`config.mk`:
```
export PLATFORM = sky130hd
export DESIGN_NAME = ptc_cfg_regs
export DESIGN_NICKNAME = d
export VERILOG_FILES = /design/src/design/ptc_pkg.sv /design/src/design/ptc_cfg_regs.sv
export SDC_FILE = /design/constraint.sdc
export NUM_CORES = 1
export LEC_CHECK = 0
export BUFFER_PORTS_ARGS = -buffer_cell sky130_fd_sc_hd__clkbuf_2
export CAP_MARGIN = 25
export CELL_PAD_IN_SITES_DETAIL_PLACEMENT = 0
export CELL_PAD_IN_SITES_GLOBAL_PLACEMENT = 2
export CORE_ASPECT_RATIO = 1.25
export CORE_MARGIN = 1.5
export CORE_UTILIZATION = 37
export DETAILED_ROUTE_END_ITERATION = 6
export PLACE_DENSITY_LB_ADDON = 0.1
export SETUP_SLACK_MARGIN = 0.3
export SYNTH_ARGS = -nofsm -noshare
export SYNTH_HDL_FRONTEND = slang
export SYNTH_SLANG_ARGS = --single-unit
```
`constraint.sdc`:
```
create_clock -name clk -period 1.7 [get_ports clk]
set_clock_uncertainty 0.05 [all_clocks]
set_input_delay 0.085 -clock clk [delete_from_list [all_inputs] [get_ports clk]]
set_output_delay 0.085 -clock clk [all_outputs]
set_load 0.02 [all_outputs]
```
`src/design/ptc_pkg.sv`:
```
package ptc_pkg;

	localparam int PROM_W = 16;
	localparam int IDX_W  = 3;
	localparam int RAW_W  = 24;
	localparam int OUT_W  = 32;
	localparam int WIDE_W = 72;

	typedef enum logic [IDX_W-1:0] {
		REG_C1,
		REG_C2,
		REG_C3,
		REG_C4,
		REG_C5,
		REG_C6,
		REG_SENSOR_TYPE
	} reg_idx_t;

	typedef struct packed {
		logic [PROM_W-1:0] c1;
		logic [PROM_W-1:0] c2;
		logic [PROM_W-1:0] c3;
		logic [PROM_W-1:0] c4;
		logic [PROM_W-1:0] c5;
		logic [PROM_W-1:0] c6;
		logic              two_bar;
	} cfg_t;

	localparam logic signed [19:0] TEMP_REF = 20'sd2000;
	// deviation below which the part is under -15 C
	localparam logic signed [18:0] COLD_DEV = 19'sd3500;

	localparam logic [6:0] SH_TEMP    = 7'd23;
	localparam logic [6:0] SH_OFF_2B  = 7'd6;
	localparam logic [6:0] SH_OFF_30B = 7'd7;
	localparam logic [6:0] SH_SNS_2B  = 7'd7;
	localparam logic [6:0] SH_SNS_30B = 7'd8;
	localparam logic [6:0] SH_PROD    = 7'd21;
	localparam logic [6:0] SH_P_2B    = 7'd15;
	localparam logic [6:0] SH_P_30B   = 7'd13;

	// signed shift that rounds toward zero
	function automatic logic signed [WIDE_W-1:0] div_pow2(
		input logic signed [WIDE_W-1:0] x,
		input logic [6:0]               k
	);
		logic signed [WIDE_W-1:0] bias;
		bias = x[WIDE_W-1] ? ((WIDE_W'(1) << k) - WIDE_W'(1)) : '0;
		return (x + bias) >>> k;
	endfunction

endpackage

```
`src/design/ptc_cfg_regs.sv`:
```
module ptc_cfg_regs
	import ptc_pkg::*;
(
	input  logic              clk,
	input  logic              arst_n,
	input  logic              wr_en,
	input  logic [IDX_W-1:0]  wr_idx,
	input  logic [PROM_W-1:0] wr_data,
	output cfg_t              cfg
);

	cfg_t cfg_q;

	always_ff @(posedge clk or negedge arst_n) begin
		if (!arst_n) begin
			cfg_q <= '{c1: '0, c2: '0, c3: '0, c4: '0, c5: '0, c6: '0, two_bar: 1'b1};
		end else if (wr_en) begin
			case (reg_idx_t'(wr_idx))
				REG_C1:          cfg_q.c1 <= wr_data;
				REG_C2:          cfg_q.c2 <= wr_data;
				REG_C3:          cfg_q.c3 <= wr_data;
				REG_C4:          cfg_q.c4 <= wr_data;
				REG_C5:          cfg_q.c5 <= wr_data;
				REG_C6:          cfg_q.c6 <= wr_data;
				REG_SENSOR_TYPE: cfg_q.two_bar <= wr_data[0];
				default: ;
			endcase
		end
	end

	assign cfg = cfg_q;

endmodule

```
# Word level (Yosys, flattened, before mapping)
# Cells that the tools add are included.
[totals]
ff_bits = 97
[classes]
n_eq_ne = 6
reduce_logical = 8
[op_table]
columns = ["op", "n"]
rows = [
  ["2-bit AND reduction", 7],
  ["3-bit equality test (second input constant)", 3],
  ["3-bit by 2-bit equality test with 1-bit output (second input constant)", 2],
  ["3-bit by 1-bit equality test with 1-bit output (second input constant)", 1],
  ["3-bit zero test", 1],
]

# Longest topological paths before layout
[logic_depth]
word_depth = 2
ltp_mapped = 5
depth_no_buf = 2

# Worst setup path before layout
# Ideal clock, no wire load.
[synth_path]
path_type = "input port to flip-flop"
startpoint = "input port wr_idx[0]"
endpoint = "register cfg_q (netlist bit cfg[81])"
setup_time_ns = 0.125
arrival_ns = 1.164
t_required_ns = 1.525
slack_ns = 0.361
path_stages = 4
path_cell_list = "buf_6 -> nor4b_4 -> buf_6 -> mux2_2"
[synth_between]
elab_chain_len = 2
[synth_rtl]
columns = ["element", "line", "text"]
rows = [
  ["start, declared", "ptc_cfg_regs.sv:7", "input logic [IDX_W-1:0] wr_idx,"],
  ["3-bit zero test", "ptc_cfg_regs.sv:18", "case (reg_idx_t'(wr_idx))"],
  ["2-bit AND reduction (no source line)", "--", ""],
  ["end signal, assigned", "ptc_cfg_regs.sv:16", "cfg_q <= '{c1: '0, c2: '0, c3: '0, c4: '0, c5: '0, c6: '0, two_bar: 1'b1};"],
  ["end, declared", "ptc_cfg_regs.sv:12", "cfg_t cfg_q;"],
]
# Every way passes these cells.
# A chain may end at the register's enable or synchronous reset.

# Worst setup path after layout
[layout_path]
startpoint = "input port wr_idx[1]"
endpoint = "register cfg_q (netlist bit cfg[4])"
[layout_between]
elab_chain_len = 2
[layout_rtl]
columns = ["element", "line"]
rows = [
  ["3-bit equality test", "ptc_cfg_regs.sv:18"],
  ["2-bit AND reduction (no source line)", "--"],
]
# Every way passes these cells.

==> metrics.md <==
| Metric | Value |
|---|---|
| Final net count | `363` |
| GP Congestion | `around 0.68` |
| FF-to-FF path depth | `1` |
| Vias in the first global route | `2325` |
| Row Count | `40` |
| GRT Residual Overflow | `0` |
| Reg2reg start | `cfg[76]$_DFFE_PN0P_` |
| Worst path buffer plus inverter count | `1` |
| Most frequent cells in the layout | `clkbuf_2 (117), mux2_2 (97), dfrtp_1 (96), clkbuf_16 (9), buf_4 (5)` |
| Slowest cell on crit path | `nand4b_2` |
| Gr usage total | `16.5%` |
| Unrepaired setup endpoints after global routing | `false` |
| Clk sink count | `97` |
| Max-cap violations | `0` |
| WL/cell | `17.4 um` |
| Post-Layout Cell Count | `472` |
| Clk root buf | `clkbuf_16` |
| Initial antenna violation count | `0` |
| CP endpoint kind | `flop` |
| Initial DRC count | `39` |
| Largest net degree at the start of global routing | `46` |
| Worst Max-Slew Pin Slew | `0.657 ns` |
| Max FO, Critical Path | `16` |
| Final core occ | `49.8%` |
| Die Span Y | `115 um` |
| Die Area | `~0.011 sq mm` |
| Run status | `completed` |
| Final min period | `1.21 ns` |
| Via Count | `2269` |
| Area delta synth->final | `29.6%` |
| Sum Neg Setup Slack | `0 ns` |
| Layout cell share with drive strength beyond 1 | `a little over two thirds` |
| Mapped Area | `0.00373 sq mm` |
| Power per cell area | `roughly 1500 mW/mm^2` |
| First-pass GRT wire length | `around 13000 um` |
| Hold WC Path Type | `in2reg` |
| Post-CTS sizing | `0` |
| Hold path depth | `2` |
| Max FFs per register | `97` |
| CP top delay family | `simple AND/OR/NAND/NOR gates` |
| Part of the cycle the worst path needs | `between 70% and 80%` |
| Synth Area per Inst | `17.7 sq um` |
| H-tree Lvls | `3` |
| # port buffers | `118` |
| Final setup viols | `0` |
| Routed Wire Length | `8240 um` |
| Die W | `92.8 um` |
| Starting Density | `between 30% and 40%` |
| Later-pin clock latency in the skew report | `0.33 ns` |
| Critical path class | `in2reg` |
| DRC Markers | `0` |
| Worst path max stage delay | `0.65 ns` |
| Core box area | `0.00971 sq mm` |
| Seq/Total Area, Yosys | `65.1%` |
| Critical path required time | `1.87 ns` |
| HPWL Detailed | `5650 um` |
| Hold_sp | `wr_data[9]` |
| Worst hold margin | `0.00675 ns` |
| Vias per cell | `4.81` |
| Placed cell count | `453` |
| Clk slew on worst S/H paths | `0.06 ns` |
| Total CTS buffers | `9` |
| CTS tree | `yes` |
| Unique masters post-synth | `11` |
| Max Fclk | `0.825 GHz` |
| CP Cell Sequence | `clkbuf_2 > nand4b_2 > mux2_2` |
| Pleak | `2.32 nW` |
| Longest Clk Path Bufs | `2` |
| Total power | `7.09 mW` |
| Max Slew Vio Count | `0` |
| VDD IR max | `0.772 mV` |
| Setup crit start kind | `input port` |
| Max-slew headroom | `56.0%` |
| First drt pass iteration count | `4` |
| Final antenna-violating net count | `0` |
| Cell count after synthesis | `between 200 and 250` |
| Synth warn | `0` |
| Commonest non-fill, non-tap cell in the layout | `clkbuf_2` |
| Worst Path Arrival | `approximately 1.4 ns` |
| Final Hold Vio Count | `0` |
| Critical path depth | `3` |
| IO Count | `between 100 and 150` |
| Post-synthesis register bit count | `97` |
| ANT cells | `0` |
| Crit path launch | `wr_idx[1]` |
| Syn_nets | `233` |
-- synth_stat cells --
cell type  count  area [sq um]
mux2_2        97          1090
dfrtp_1       96          2400
buf_6          6          67.6
and4bb_2       2          25.0
buf_2          2          10.0
buf_8          2          30.0
nand4b_2       2          30.0
and4bb_1       1          12.5
dfstp_2        1          26.3
nand4b_1       1          8.76
nor4b_4        1          23.8
-- worst paths after layout --
check | to | slack [ns]
setup reg to reg | cfg[76]$_DFFE_PN0P_ | 0.86
hold reg to reg | cfg[6]$_DFFE_PN0P_ | 0.45
min in group asynchronous | cfg[61]$_DFFE_PN0P_ | 0.26
hold / removal | cfg[74]$_DFFE_PN0P_ | 0.007
setup / recovery | cfg[4]$_DFFE_PN0P_ | 0.49
max in group asynchronous | cfg[88]$_DFFE_PN0P_ | 0.76
-- per-stage QoR --
| step | instance area, sq um | setup WS [ns] |
|---|---|---|
| 2_1_floorplan | 3730 | 0.361 |
| 3_3_place_gp | 4480 | 0.169 |
| 3_5_place_dp | 4480 | 0.0950 |
| 4_1_cts | 4830 | 0.463 |
| 5_1_grt | 4830 | 0.380 |
| 6_report | 4830 | 0.488 |
-- layout make-up --
type                            instances  area, sq um
Fill cell                             910         4880
Timing Repair Buffer                  129          733
Clock inverter                          5         78.8
Tap cell                              126          158
Sequential cell                        97         2430
Multi-Input combinational cell        104         1190
Clock buffer                           11          243
-- timing repair --
action                                  in CTS  in global routing
endpoints found under the setup margin       0                  0
setup buffers                                0                  0
hold buffers                                 3                  0
hold endpoints to repair                    50                  0
-- metal layers --
| metal | track usage [%] | wire [um] | vias up |
|---|---|---|---|
| met5 | 0 | 0 | - |
| met4 | 6.36 | 134 | 0 |
| met3 | 4.96 | 559 | 10 |
| met2 | 25.5 | 3970 | 82 |
| met1 | 22.0 | 3570 | 1155 |
| li1 | - | - | 1022 |
-- logic make-up (layout without fill, tap and decap cells) --
group	Yosys count	in the layout	share of synthesized area (%)
buffers and inverters	10	145	2.89
flip-flops	97	97	65.1
multiplexers	97	97	29.3
AND/OR/NAND/NOR	7	7	2.68
-- power breakdown --
part / leakage (nW) / total, mW / switching (mW) / internal [mW]
clock network: 0.159 / 2.15 / 0.823 / 1.33
registers: 1.16 / 3.08 / 0.260 / 2.82
logic: 0.997 / 1.86 / 1.10 / 0.754
(Power assumes the default switching activity.)
